**config.mk**
```make
export PLATFORM = sky130hd
export DESIGN_NAME = launcher_spin_feed_sequencer_top
export DESIGN_NICKNAME = d
export VERILOG_FILES = /design/src/rtl/core/lsfs_pkg.sv /design/src/rtl/core/launcher_spin_feed_sequencer_top.sv
export SDC_FILE = /design/constraint.sdc
export NUM_CORES = 1
export LEC_CHECK = 0
export CAP_MARGIN = 10
export CORE_MARGIN = 5
export CORE_UTILIZATION = 47
export CTS_CLUSTER_DIAMETER = 150
export DETAILED_ROUTE_END_ITERATION = 12
export DONT_BUFFER_PORTS = 1
export HOLD_SLACK_MARGIN = 0.08
export PLACE_DENSITY_LB_ADDON = 0.08
export SYNTH_ARGS = -nofsm -noshare
export SYNTH_HDL_FRONTEND = slang
export SYNTH_SLANG_ARGS = --single-unit
```
**constraint.sdc**
```tcl
create_clock -name aclk -period 6.6 [get_ports aclk]
set_clock_uncertainty 0.15 [all_clocks]
set_input_delay 0.66 -clock aclk [delete_from_list [all_inputs] [get_ports aclk]]
set_output_delay 0.66 -clock aclk [all_outputs]
set_load 0.01 [all_outputs]
```
**src/rtl/core/lsfs_pkg.sv**
```systemverilog
// ----------------------------------------------------------------------------
// Launcher spin/feed sequencer package
// Transaction types, register indexes, state codes and fixed thresholds.
// ----------------------------------------------------------------------------
package lsfs_pkg;

    // Run detection threshold on current magnitude
    localparam int RUN_CURRENT_MIN = 10;
    localparam logic [16:0] RUN_MIN_MAG = 17'(RUN_CURRENT_MIN);

    // Feeder speed levels
    localparam int FEED_LEVELS = 3;
    localparam logic [1:0] FEED_LEVEL_MAX = 2'(FEED_LEVELS - 1);

    // Reset value of the command expiry limit
    localparam logic [15:0] EXPIRE_RESET = 16'd100;

    // Configuration register indexes
    localparam logic [2:0] CFG_LOW_SPEED    = 3'd0;
    localparam logic [2:0] CFG_HIGH_SPEED   = 3'd1;
    localparam logic [2:0] CFG_EXPIRE_LIMIT = 3'd2;
    localparam logic [2:0] CFG_HEAT_FLOOR   = 3'd3;
    localparam logic [2:0] CFG_FEED_SPEED_0 = 3'd4;
    localparam logic [2:0] CFG_FEED_SPEED_1 = 3'd5;
    localparam logic [2:0] CFG_FEED_SPEED_2 = 3'd6;

    // Speed request codes
    localparam logic [1:0] SPEED_STOP = 2'd0;
    localparam logic [1:0] SPEED_LOW  = 2'd1;
    localparam logic [1:0] SPEED_HIGH = 2'd2;

    // Fire request codes
    localparam logic [1:0] FIRE_HOLD = 2'd0;
    localparam logic [1:0] FIRE_SHOT = 2'd1;

    // Reported sequencer state codes
    localparam logic [2:0] SEQ_WHEEL_LOCK = 3'd0;
    localparam logic [2:0] SEQ_WHEEL_RUN  = 3'd1;
    localparam logic [2:0] SEQ_FEED_LOCK  = 3'd2;
    localparam logic [2:0] SEQ_FEED_RUN   = 3'd3;
    localparam logic [2:0] SEQ_UNDEF      = 3'd4;

    // Internal one-hot sequencer state
    typedef enum logic [4:0] {
        ST_WHEEL_LOCK = 5'b00001,
        ST_WHEEL_RUN  = 5'b00010,
        ST_FEED_LOCK  = 5'b00100,
        ST_FEED_RUN   = 5'b01000,
        ST_UNDEF      = 5'b10000
    } seq_state_t;

    // Command tick transaction
    typedef struct packed {
        logic        [15:0] cmd_age;
        logic        [15:0] rest_heat;
        logic        [1:0]  speed_request;
        logic        [1:0]  fire_request;
        logic        [1:0]  feed_level;
        logic signed [15:0] cur_left_up;
        logic signed [15:0] cur_left_down;
        logic signed [15:0] cur_right_up;
        logic signed [15:0] cur_right_down;
        logic signed [15:0] cur_feed_down;
        logic signed [15:0] cur_feed_up;
    } in_t;

    // Result transaction
    typedef struct packed {
        logic        [2:0]  seq_state;
        logic signed [15:0] wheel_setpoint;
        logic signed [15:0] feed_setpoint;
        logic               wheels_spinning;
        logic               feeder_spinning;
    } out_t;

endpackage

```
**src/rtl/core/launcher_spin_feed_sequencer_top.sv**
```systemverilog
// Timing: the input register loads at the accepting edge and the result
// register loads from it once the result slot is free.
// Throughput: 1 transaction per cycle while the result side does not stall;
// the sequencer state loop closes through the step logic between the two registers.
// Reset: synchronous active-low aresetn empties both registers, sets the
// sequencer to wheels locked, clears setpoints and loads register defaults.
// ----------------------------------------------------------------------------
// Launcher spin/feed sequencer
// Run detection on six motor currents and a five-state wheel/feeder
// sequencer with held wheel and feeder setpoints.
// ----------------------------------------------------------------------------
module launcher_spin_feed_sequencer_top
    import lsfs_pkg::*;
(
    input  logic        aclk,
    input  logic        aresetn,
    // command ticks
    input  logic        s_valid,
    output logic        s_ready,
    input  in_t         s_data,
    // results
    output logic        m_valid,
    input  logic        m_ready,
    output out_t        m_data,
    // configuration writes
    input  logic        cfg_valid,
    output logic        cfg_ready,
    input  logic [2:0]  cfg_index,
    input  logic [15:0] cfg_data
);

    // Magnitude at 17 bits so the most negative current counts in full
    function automatic logic motor_runs(input logic signed [15:0] cur);
        logic signed [16:0] ext;
        logic        [16:0] mag;
        ext = 17'(cur);
        mag = ext[16] ? 17'(-ext) : 17'(ext);
        return mag >= RUN_MIN_MAG;
    endfunction

    function automatic logic [2:0] state_code(input seq_state_t st);
        logic [2:0] code;
        unique case (st)
            ST_WHEEL_LOCK: code = SEQ_WHEEL_LOCK;
            ST_WHEEL_RUN:  code = SEQ_WHEEL_RUN;
            ST_FEED_LOCK:  code = SEQ_FEED_LOCK;
            ST_FEED_RUN:   code = SEQ_FEED_RUN;
            default:       code = SEQ_UNDEF;
        endcase
        return code;
    endfunction

    // Configuration registers
    logic        [14:0] low_speed_reg;
    logic        [14:0] high_speed_reg;
    logic        [15:0] expire_limit_reg;
    logic        [15:0] heat_floor_reg;
    logic signed [15:0] feed_speed_reg [FEED_LEVELS];

    // Pipeline registers
    logic in_valid_reg;
    in_t  in_data_reg;
    logic out_valid_reg;
    out_t out_data_reg;

    // Sequencer state
    seq_state_t         seq_reg,        seq_next;
    logic signed [15:0] wheel_cmd_reg,  wheel_cmd_next;
    logic signed [15:0] feed_cmd_reg,   feed_cmd_next;

    logic               advance;
    logic               wheels;
    logic               feeder;
    logic               stale;
    logic signed [15:0] wheel_start;
    logic        [1:0]  level_sat;
    seq_state_t         seq_cur;

    assign cfg_ready = 1'b1;

    // Configuration write
    always_ff @(posedge aclk) begin
        if (!aresetn) begin
            low_speed_reg    <= '0;
            high_speed_reg   <= '0;
            expire_limit_reg <= EXPIRE_RESET;
            heat_floor_reg   <= '0;
            for (int i = 0; i < FEED_LEVELS; i++) begin
                feed_speed_reg[i] <= '0;
            end
        end else if (cfg_valid && cfg_ready) begin
            unique case (cfg_index)
                CFG_LOW_SPEED:    low_speed_reg    <= cfg_data[14:0];
                CFG_HIGH_SPEED:   high_speed_reg   <= cfg_data[14:0];
                CFG_EXPIRE_LIMIT: expire_limit_reg <= cfg_data;
                CFG_HEAT_FLOOR:   heat_floor_reg   <= cfg_data;
                CFG_FEED_SPEED_0: feed_speed_reg[0] <= signed'(cfg_data);
                CFG_FEED_SPEED_1: feed_speed_reg[1] <= signed'(cfg_data);
                CFG_FEED_SPEED_2: feed_speed_reg[2] <= signed'(cfg_data);
                default: ;
            endcase
        end
    end

    // Handshake: input register moves on whenever the result slot frees up
    assign advance = in_valid_reg && (!out_valid_reg || m_ready);
    assign s_ready = !in_valid_reg || advance;
    assign m_valid = out_valid_reg;
    assign m_data  = out_data_reg;

    // Run detection
    assign wheels = motor_runs(in_data_reg.cur_left_up)
                 && motor_runs(in_data_reg.cur_left_down)
                 && motor_runs(in_data_reg.cur_right_up)
                 && motor_runs(in_data_reg.cur_right_down);
    assign feeder = motor_runs(in_data_reg.cur_feed_down)
                 && motor_runs(in_data_reg.cur_feed_up);

    assign stale = (in_data_reg.cmd_age > expire_limit_reg)
                || (in_data_reg.rest_heat < heat_floor_reg);

    // Wheel start value; other requests keep the held setpoint
    always_comb begin
        priority if (in_data_reg.speed_request == SPEED_LOW) begin
            wheel_start = signed'({1'b0, low_speed_reg});
        end else if (in_data_reg.speed_request == SPEED_HIGH) begin
            wheel_start = signed'({1'b0, high_speed_reg});
        end else begin
            wheel_start = wheel_cmd_reg;
        end
    end

    assign level_sat = (in_data_reg.feed_level > FEED_LEVEL_MAX)
                     ? FEED_LEVEL_MAX : in_data_reg.feed_level;

    // A stop request forces undefined, handled in the same step
    assign seq_cur = (in_data_reg.speed_request == SPEED_STOP) ? ST_UNDEF : seq_reg;

    // Sequencer step
    always_comb begin
        seq_next       = seq_reg;
        wheel_cmd_next = wheel_cmd_reg;
        feed_cmd_next  = feed_cmd_reg;
        if (stale) begin
            // reduced safe path
            unique case (seq_reg)
                ST_FEED_RUN: begin
                    if (feeder) begin
                        feed_cmd_next = '0;
                    end
                end
                ST_FEED_LOCK:  seq_next = ST_WHEEL_RUN;
                ST_WHEEL_LOCK: wheel_cmd_next = wheel_start;
                ST_UNDEF:      seq_next = ST_WHEEL_LOCK;
                default: ;
            endcase
        end else begin
            unique case (seq_cur)
                ST_WHEEL_LOCK: begin
                    seq_next = ST_WHEEL_LOCK;
                    priority if (feeder) begin
                        seq_next = ST_UNDEF;
                    end else if (!wheels) begin
                        wheel_cmd_next = wheel_start;
                    end else begin
                        seq_next = ST_WHEEL_RUN;
                    end
                end
                ST_WHEEL_RUN: begin
                    priority if (feeder) begin
                        seq_next = ST_UNDEF;
                    end else if (wheels) begin
                        seq_next = ST_FEED_LOCK;
                    end else begin
                        seq_next = ST_WHEEL_LOCK;
                    end
                end
                ST_FEED_LOCK: begin
                    seq_next = ST_FEED_LOCK;
                    priority if (!wheels) begin
                        seq_next = ST_WHEEL_LOCK;
                    end else if (feeder) begin
                        seq_next = ST_FEED_RUN;
                    end else if (in_data_reg.fire_request == FIRE_SHOT) begin
                        feed_cmd_next = feed_speed_reg[level_sat];
                    end else if (in_data_reg.fire_request != FIRE_HOLD) begin
                        seq_next = ST_UNDEF;
                    end
                end
                ST_FEED_RUN: begin
                    seq_next = ST_FEED_RUN;
                    priority if (!wheels) begin
                        seq_next = ST_UNDEF;
                    end else if (!feeder) begin
                        seq_next = ST_FEED_LOCK;
                    end else if (in_data_reg.fire_request == FIRE_HOLD) begin
                        feed_cmd_next = '0;
                    end else if (in_data_reg.fire_request != FIRE_SHOT) begin
                        seq_next = ST_UNDEF;
                    end
                end
                ST_UNDEF: begin
                    seq_next = ST_UNDEF;
                    priority if (!wheels && !feeder) begin
                        seq_next = ST_WHEEL_LOCK;
                    end else if (feeder) begin
                        feed_cmd_next = '0;
                    end else begin
                        wheel_cmd_next = '0;
                    end
                end
                default: seq_next = ST_UNDEF;
            endcase
        end
    end

    // Input register
    always_ff @(posedge aclk) begin
        if (!aresetn) begin
            in_valid_reg <= 1'b0;
        end else if (s_ready) begin
            in_valid_reg <= s_valid;
        end
    end

    always_ff @(posedge aclk) begin
        if (s_valid && s_ready) begin
            in_data_reg <= s_data;
        end
    end

    // State and result register
    always_ff @(posedge aclk) begin
        if (!aresetn) begin
            seq_reg       <= ST_WHEEL_LOCK;
            wheel_cmd_reg <= '0;
            feed_cmd_reg  <= '0;
            out_valid_reg <= 1'b0;
        end else begin
            if (advance) begin
                seq_reg       <= seq_next;
                wheel_cmd_reg <= wheel_cmd_next;
                feed_cmd_reg  <= feed_cmd_next;
                out_valid_reg <= 1'b1;
            end else if (m_ready) begin
                out_valid_reg <= 1'b0;
            end
        end
    end

    always_ff @(posedge aclk) begin
        if (advance) begin
            out_data_reg.seq_state       <= state_code(seq_next);
            out_data_reg.wheel_setpoint  <= wheel_cmd_next;
            out_data_reg.feed_setpoint   <= feed_cmd_next;
            out_data_reg.wheels_spinning <= wheels;
            out_data_reg.feeder_spinning <= feeder;
        end
    end

endmodule

```
==> results of run 1 <==
## worst max-delay path, cell delays in order, from the launching register on
cell and delay [ns]:
edfxtp_1 0.42, inv_1 0.08, ha_1 0.20, or3b_2 0.50, or4_1 0.48, a21oi_1 0.16
a2bb2oi_1 0.18, and4_1 0.33, or2_1 0.35, inv_2 0.14, a211oi_2 0.22, o21ai_1 0.10
buf_4 0.25, or4_1 0.52, a21oi_1 0.14
## cells in the mapped netlist, types with 21 or more instances
| library cell | n |
|---|---|
| nor3_1 | 30 |
| ha_1 | 37 |
| inv_1 | 56 |
| o21ai_0 | 83 |
| mux2i_1 | 21 |
| dfxtp_1 | 101 |
| nor2_1 | 84 |
| nand2_1 | 195 |
| and2_1 | 21 |
| clkbuf_1 | 68 |
| edfxtp_1 | 219 |
| a21oi_1 | 119 |
## stage by stage
stage	power, mW	instance area [µm²]	hold WS [ns]	util (%)	worst slack, ns
after floorplan	2.620	15090	0.2863	-	1.986
after global placement	2.707	15390	0.2924	48.66	2.406
after detailed placement	2.710	15390	0.2968	48.66	2.299
after CTS	4.771	17930	0.08998	56.67	2.294
after global routing	4.930	17930	0.09009	56.67	2.042
final	4.722	17930	0.1084	56.68	2.273
## layer usage
metal	vias to the layer above	wire length (µm)	GRT usage, %
met4	0	758	5.437
met5	-	0	0
met2	334	16900	32.16
met1	5323	16600	27.28
met3	60	2480	4.886
li1	5582	-	-
## path summary, 6_finish.rpt
path / startpoint / to / slack, ns / cells past startpoint
max: in_data_reg[1] / wheel_cmd_reg[10] / 2.27 / 14
min: s_valid / in_valid_reg / 0.11 / 2
max reg2reg: in_data_reg[1] / wheel_cmd_reg[10] / 2.27 / 14
min reg2reg: wheel_cmd_reg[15] / wheel_cmd_reg[15] / 0.30 / 1
## report_power, final
part / internal (mW) / switching, mW / total, mW
combinational: 0.173 / 0.222 / 0.395
clock: 1.18 / 0.802 / 1.99
sequential: 2.25 / 0.0886 / 2.34
## cells by family (layout without fill, tap and decap cells)
group | count (synthesis) | in the layout | synth area share, %
buffers and inverters | 135 | 274 | 3.541
AND/OR/NAND/NOR | 497 | 497 | 16.71
flip-flops | 320 | 320 | 56.99
XOR/XNOR | 14 | 14 | 0.8127
multiplexers | 24 | 24 | 1.617
other | 1 | 3 | 0.02486
AO/OA/AOI/OAI | 390 | 390 | 17.23
adder cells (fa/ha/maj) | 37 | 37 | 3.068
## layout make-up
cell class,instances,share of cell area [%]
multi-input combinational,963,33.36
clock buffer,50,5.784
clock inverter,18,0.8024
timing repair buffer,147,8.038
antenna,2,0.02791
tap,402,2.805
sequential,320,47.95
inverter,59,1.235
## what timing repair did
item	4_1_cts	5_1_grt
endpoints found under the hold margin	138	0
hold buffers	135	0
gates resized for setup	0	0
==> flow_summary.toml, run 1 <==
[final_layout]
final_common_cell = "edfxtp_1"
n_fill_cell = 2627
drive_gt1_share_pct = 6.615
final_net_count = 1723
multi_input_area_um2 = 5982
stdcell_count = 1961
largest_reg_flops = 134
layout_common_cells = "edfxtp_1 (219), nand2_1 (195), dlygate4sd3_1 (135)"
seqCellArea_um2 = 8598
syn_to_final_growth_pct = 18.86

[logic_synthesis]
synth_cell_types = 83
synth_top_area_share_pct = 43.59
synth_area_um2 = 15090
async_flop_share_pct = 0
yosys_warnings = 0
synth_nets = 1613
netlist_top_cells_area = "edfxtp_1 (44%), dfxtp_1 (13%), nand2_1 (4.9%)"
ys_seq_elements = 320
netlist_instances = 1418
postSynthAreaPerCell_um2 = 10.64
synth_top_area_cell = "edfxtp_1"
synth-seq-area-share_pct = 56.99
synth_edf_count = 219
ys.flop_type = "edfxtp_1"

[detailed_routing]
viasPerCell = 5.762
drt_iter0_drc = 817
wl_per_cell_um = 18.73
detail-route-antenna-nets = 0
vias = 11300
wirelength_mm = 36.74
drt-pass1-iter-count = 5
drc_errors = 0

[placement]
io_buffer_count = 0
hpwl_mm = 24.41
dpl.cell_count = 1756
place_congestion = 0.8858

[cts]
clk_pin_slew_ns = 0.06
clock_sinks = 320
htree_levels = 2
post_cts.repair.setup_buffers = 0
worstSkewPairLatency_ns = 0.52
root_buffer = "clkbuf_16"
clockBufferDepth = 3
cts_inserted_buffers = 37
cts_tree = "yes"

[timing]
rsz0062_at_grt = "false"
period_share_pct = 65.55
min_period_ns = 4.327
max_freq_ghz = 0.2311
final-hold-violation-count = 0
slew_viol_final = 0
setup_viol_count_final = 0
tns_ns = 0
worst_pin_slew_ns = 1.155
maxSlewHeadroom_pct = 22.72

[power]
pwr_density_cell_nw_per_um2 = 263.3
leakage_nw = 6.126
ir_drop_uv = 327.1

[worst_setup_path]
worst_ep_arrival_time_ns = 4.62
cp-start-kind = "flip-flop"
worstSetupEndpointType = "flip-flop"
cp_max_fo = 30
crit_required_ns = 6.89
critical_path_class = "reg2reg"

[global_routing]
grt_pass1_vias = 10950
grt_start_max_net_pins = 81
grt_overflow = 0
grtUsageTotal_pct = 20.00
antenna_found_initial = 1
grt_pass1_wl_mm = 58.23

[floorplanning]
core_area_um2 = 31640
rows = 65
initial_utilization_pct = 47.69
die_h_um = 189.2
die_w_um = 189.2
io_pins = 198
die_area_um2 = 35780

[job]
max_cap_viol_count = 0

[run_status]
status = "complete, no violations"

[hold_path]
min_path_type = "in2reg"
(Power assumes the default switching activity.)
==> run 2, diff against run 1 <==
ABC_AREA = 1   (was unset)
clock period = 4.1 ns   (was 6.6 ns; I/O delays follow)
==> run 2 against run 1 <==
Critical path depth rose by 2. Cell count increased by 31%. Via count increased by 18%. Sequential share of layout area fell by 4.3 points. Clock power is 65% higher. Synthesized cell count increased by 37%. Routed wire length grew 9.3%. Core utilization grew 0.11 points. Clock-buffer cell count down 4. Critical path type unchanged. Largest cell class unchanged. Highest routed layer unchanged.
==> flow_summary.toml, run 2 <==
[final_layout]
stdcell_count = 2562
layout_common_cells = "nand2_1 (499), edfxtp_1 (219), inv_1 (209)"
drive_gt1_share_pct = 7.546
final_common_cell = "nand2_1"
final_net_count = 2273
syn_to_final_growth_pct = 18.68
fin_util_pct = 56.79
diodes = 0
fin_area_um2 = 19710
largest_reg_flops = 134

[logic_synthesis]
synthXorXnorAreaFrac_pct = 0.7382
synth_top_area_share_pct = 39.59
synthTopCellsByCount = "nand2_1 (499), edfxtp_1 (219), inv_1 (211)"
synth_top_area_cell = "edfxtp_1"
synth_compound_area_share_pct = 13.05
synth_top_family_by_area = "simple AND/OR/NAND/NOR gates"
postSynthAreaPerCell_um2 = 8.522
ys_seq_elements = 320
yosys_warnings = 0
synth_area_um2 = 16610
muxShareOfSynthArea_pct = 1.928
ys.flop_type = "edfxtp_1"
netlist_top_cells_area = "edfxtp_1 (40%), dfxtp_1 (12%), nand2_1 (11%)"
synth-seq-area-share_pct = 51.77
synth.most_common_cell = "nand2_1"
synth-simple-area-share_pct = 22.07
synth_edf_count = 219
synthAdderAreaFrac_pct = 2.787
synth_cell_types = 44
synth_nets = 2144
async_flop_share_pct = 0
netlist_instances = 1949

[timing]
min_period_ns = 3.521
rsz0062_at_grt = "false"
slew_viol_final = 0
worst_pin_slew_ns = 1.128
period_share_pct = 85.88
tns_ns = 0
maxSlewHeadroom_pct = 24.70
setup_viol_count_final = 0
timing.hold.ws_ns = 0.1057
fin_ws_ns = 0.5788
final-hold-violation-count = 0
max_freq_ghz = 0.2840

[worst_setup_path]
crit_required_ns = 4.25
worst_ep_arrival_time_ns = 3.68
cp_max_fo = 44
critical_path_class = "reg2reg"
worstSetupEndpointType = "flip-flop"
rrSetupSlack_ns = 0.58
cp-start-kind = "flip-flop"

[global_routing]
grtUsageTotal_pct = 20.23
antenna_found_initial = 0
grt_pass1_vias = 12750
grt_pass1_wl_mm = 64.63
grt_overflow = 0
grt_start_max_net_pins = 97

[power]
sw_frac_of_total_pct = 25.63
power.internal_mw = 6.013
pwr_density_cell_nw_per_um2 = 410.2
ir_drop_uv = 373.4
p_seq_share_pct = 47.5
pwr-share-comb_pct = 11.8
p_sw_mw = 2.072
p_clk_share_pct = 40.7
leakage_nw = 8.429
totalPowerFinal_mw = 8.086

[run_status]
status = "complete, no violations"

[detailed_routing]
drt_iter0_drc = 651
viasPerCell = 5.200
detail-route-antenna-nets = 0
vias = 13320
wl_per_cell_um = 15.67
drt-pass1-iter-count = 5
wirelength_mm = 40.15
drc_errors = 0

[floorplanning]
die_h_um = 198.0
die_area_um2 = 39200
io_pins = 198
rows = 68
initial_utilization_pct = 47.85
die_w_um = 198.0
core_area_um2 = 34710

[job]
max_cap_viol_count = 0

[placement]
dpl.cell_count = 2340
io_buffer_count = 0
place_congestion = 0.8560
dp_slack_ns = 0.5699
hpwl_mm = 26.55
dpl_cell_area_um2 = 16920

[hold_path]
min_path_type = "in2reg"

[cts]
cts_inserted_buffers = 37
clk_pin_slew_ns = 0.06
root_buffer = "clkbuf_16"
clock_sinks = 320
post_cts.repair.setup_buffers = 0
clockBufferDepth = 3
cts_tree = "yes"
htree_levels = 2
worstSkewPairLatency_ns = 0.55
[run 2: changes by cell type in the layout (fill, tap and decap cells not counted), sizes merged, moves of 18 or more]
cell	before	now
nand2	196	511
nor3	31	9
inv	61	231
and2	21	1
o21ai	84	179
or4	19	0
a21oi	119	138
nand3	15	144
or3	19	0
nor4	22	2
dlygate4sd3	135	153
o211ai	14	39
nor2	84	155
[run 2: timing repair]
action,CTS,global route
endpoints found under the hold margin,238,0
hold buffers,154,0
resized for setup,0,0
[run 2: power by group through the flow]
stage | combinational (mW) | clock, mW | sequential (mW)
3_5_place_dp | 0.818 | 0 | 3.91
4_1_cts | 0.957 | 3.38 | 3.84
3_3_place_gp | 0.797 | 0 | 3.90
6_report | 0.956 | 3.29 | 3.84
2_1_floorplan | 0.678 | 0 | 3.85
5_1_grt | 1.10 | 3.52 | 3.86
[run 2: final timing paths]
path,from,end,cells after the start
setup / recovery,in_data_reg[15],m_data[29],16
hold / removal,aresetn,expire_limit_reg[2],2
setup reg to reg,in_data_reg[15],m_data[29],16
hold reg to reg,expire_limit_reg[2],expire_limit_reg[2],2
[run 2: layout make-up]
cell class | instances | area, µm²
flip-flops and latches | 320 | 8598
clock buffers | 46 | 1054
clock inverters | 22 | 181.4
fillers | 3086 | 15000
repair buffers | 167 | 1669
inverters | 234 | 884.6
well taps | 455 | 569.3
multi-input cells | 1318 | 6756
[run 2: kinds of logic after synthesis]
| logic type | after synthesis |
|---|---|
| AOI/OAI and AO/OA | 386 |
| xor gates and xnor gates | 14 |
| adders and majority gates | 37 |
| buffers and inverters | 311 |
| DFF | 320 |
| muxes | 32 |
| other | 1 |
| and+or+nand+nor | 848 |
[run 2: critical path, stage by stage, from the launching register on]
cell and delay, ns:
edfxtp_1 0.68, inv_2 0.18, nor2_2 0.14, xor2_1 0.15
nand2_1 0.06, a21oi_1 0.14, nand2_1 0.06, nor2_1 0.14
nand3_2 0.16, nand2_4 0.39, inv_2 0.14, o21ai_2 0.17
nand3_2 0.33, nand2_1 0.16, nand2_1 0.07, nand2_1 0.08
inv_1 0.04
[run 2: metal layers]
metal / global-route usage, % / up-vias / wire length [µm]
li1: - / 6814 / -
met4: 7.320 / 0 / 1321
met1: 27.49 / 6120 / 18530
met3: 3.148 / 78 / 1781
met5: 0 / - / 0
met2: 33.00 / 311 / 18520
==> run 3, diff against run 2 <==
CTS_BUF_LIST = sky130_fd_sc_hd__clkbuf_16   (was unset)
==> run 3 against run 2 <==
Global-route usage hardly changed. Via count barely moved. Routed wire length fell by 0.12%. Sequential share of layout area increased by 0.067 points. Largest cell class unchanged.
==> flow_summary.toml, run 3 (synthesized netlist as in run 2, its figures left out) <==
[run_status]
status = "complete, no violations"

[detailed_routing]
detail-route-antenna-nets = 0
wl_per_cell_um = 15.65
drc_errors = 0
drt_iter0_drc = 674
drt-pass1-iter-count = 5
viasPerCell = 5.198
wirelength_mm = 40.10
vias = 13320

[cts]
clock_sinks = 320
clockBufferDepth = 3
cts_tree = "yes"
clk_pin_slew_ns = 0.06
root_buffer = "clkbuf_16"
htree_levels = 2
worstSkewPairLatency_ns = 0.55
cts_inserted_buffers = 37

[timing]
period_share_pct = 85.78
setup_viol_count_final = 0
rsz0062_at_grt = "false"
slew_viol_final = 0
worst_pin_slew_ns = 1.136
final-hold-violation-count = 0
tns_ns = 0
maxSlewHeadroom_pct = 24.16
max_freq_ghz = 0.2843
min_period_ns = 3.517

[placement]
io_buffer_count = 0
hpwl_mm = 26.55
dpl.cell_count = 2340
place_congestion = 0.8560

[power]
pwr_density_cell_nw_per_um2 = 407.5
ir_drop_uv = 373.4
leakage_nw = 8.430

[global_routing]
grtUsageTotal_pct = 20.24
grt_pass1_vias = 12760
grt_pass1_wl_mm = 64.65
antenna_found_initial = 0
grt_start_max_net_pins = 97
grt_overflow = 0

[hold_path]
min_path_type = "in2reg"
min_path_cells = 2

[final_layout]
stdcell_count = 2562
layout_common_cells = "nand2_1 (499), edfxtp_1 (219), inv_1 (212)"
final_net_count = 2273
diodes = 0
final_common_cell = "nand2_1"
drive_gt1_share_pct = 7.499
largest_reg_flops = 134
fin_util_pct = 56.70
syn_to_final_growth_pct = 18.50

[worst_setup_path]
critical_path_class = "reg2reg"
worstSetupEndpointType = "flip-flop"
crit_required_ns = 4.25
ff2ff_path_depth = 16
worst_ep_arrival_time_ns = 3.67
cp-start-kind = "flip-flop"
cp_max_fo = 44

[floorplanning]
die_h_um = 198.0
die_w_um = 198.0
initial_utilization_pct = 47.85
rows = 68
core_area_um2 = 34710
die_area_um2 = 39200
io_pins = 198

[job]
max_cap_viol_count = 0
-- run 3: area by class of cell --
class                   instances  area (µm²)
clock inverters                28       203.9
fillers                      3090       15030
multi-input cells            1318        6756
inverters                     234       884.6
well taps                     455       569.3
repair buffers                167        1669
clock buffers                  40        1001
flip-flops and latches        320        8598
-- run 3: final timing paths --
path / start / endpoint / slack, ns
setup / recovery: in_data_reg[15] / m_data[29] / 0.58
hold / removal: aresetn / expire_limit_reg[2] / 0.11
setup reg to reg: in_data_reg[15] / m_data[29] / 0.58
hold reg to reg: expire_limit_reg[2] / expire_limit_reg[2] / 0.37
-- run 3: per-layer routing --
layer,up-vias,GRT usage (%),wire (µm)
li1,6816,-,-
met3,76,3.148,1845
met2,312,33.04,18500
met5,-,0,0
met1,6112,27.48,18450
met4,0,7.320,1304
-- run 3: through the flow --
stage / hold slack, ns / cell area [µm²] / setup slack (ns) / power (mW)
floorplan: 0.3295 / 16610 / 0.1846 / 4.524
global placement: 0.3501 / 16920 / 0.6366 / 4.702
detailed placement: 0.3568 / 16920 / 0.5699 / 4.725
CTS: 0.08155 / 19680 / 0.5564 / 8.114
global route: 0.1223 / 19680 / 0.1698 / 8.417
finish: 0.1128 / 19680 / 0.5831 / 8.020
-- run 3: worst max-delay path: stages, from the launching register on --
cell	delay [ns]
edfxtp_1	0.68
inv_2	0.18
nor2_2	0.14
xor2_1	0.15
nand2_1	0.06
a21oi_1	0.14
nand2_1	0.06
nor2_1	0.14
nand3_2	0.16
nand2_4	0.39
inv_2	0.14
o21ai_2	0.17
nand3_2	0.33
nand2_1	0.16
nand2_1	0.07
nand2_1	0.08
inv_1	0.04
-- run 3: report_power, final --
group | internal, mW | switching [mW]
Combinational | 0.377 | 0.578
Sequential | 3.68 | 0.163
Clock | 1.90 | 1.33
Total | 5.95 | 2.07
-- run 3: repair_timing --
item | in CTS | in global routing
hold buffers | 154 | 0
resized for setup | 0 | 0
buffers inserted | 0 | 0
endpoints found under the hold margin | 238 | 0
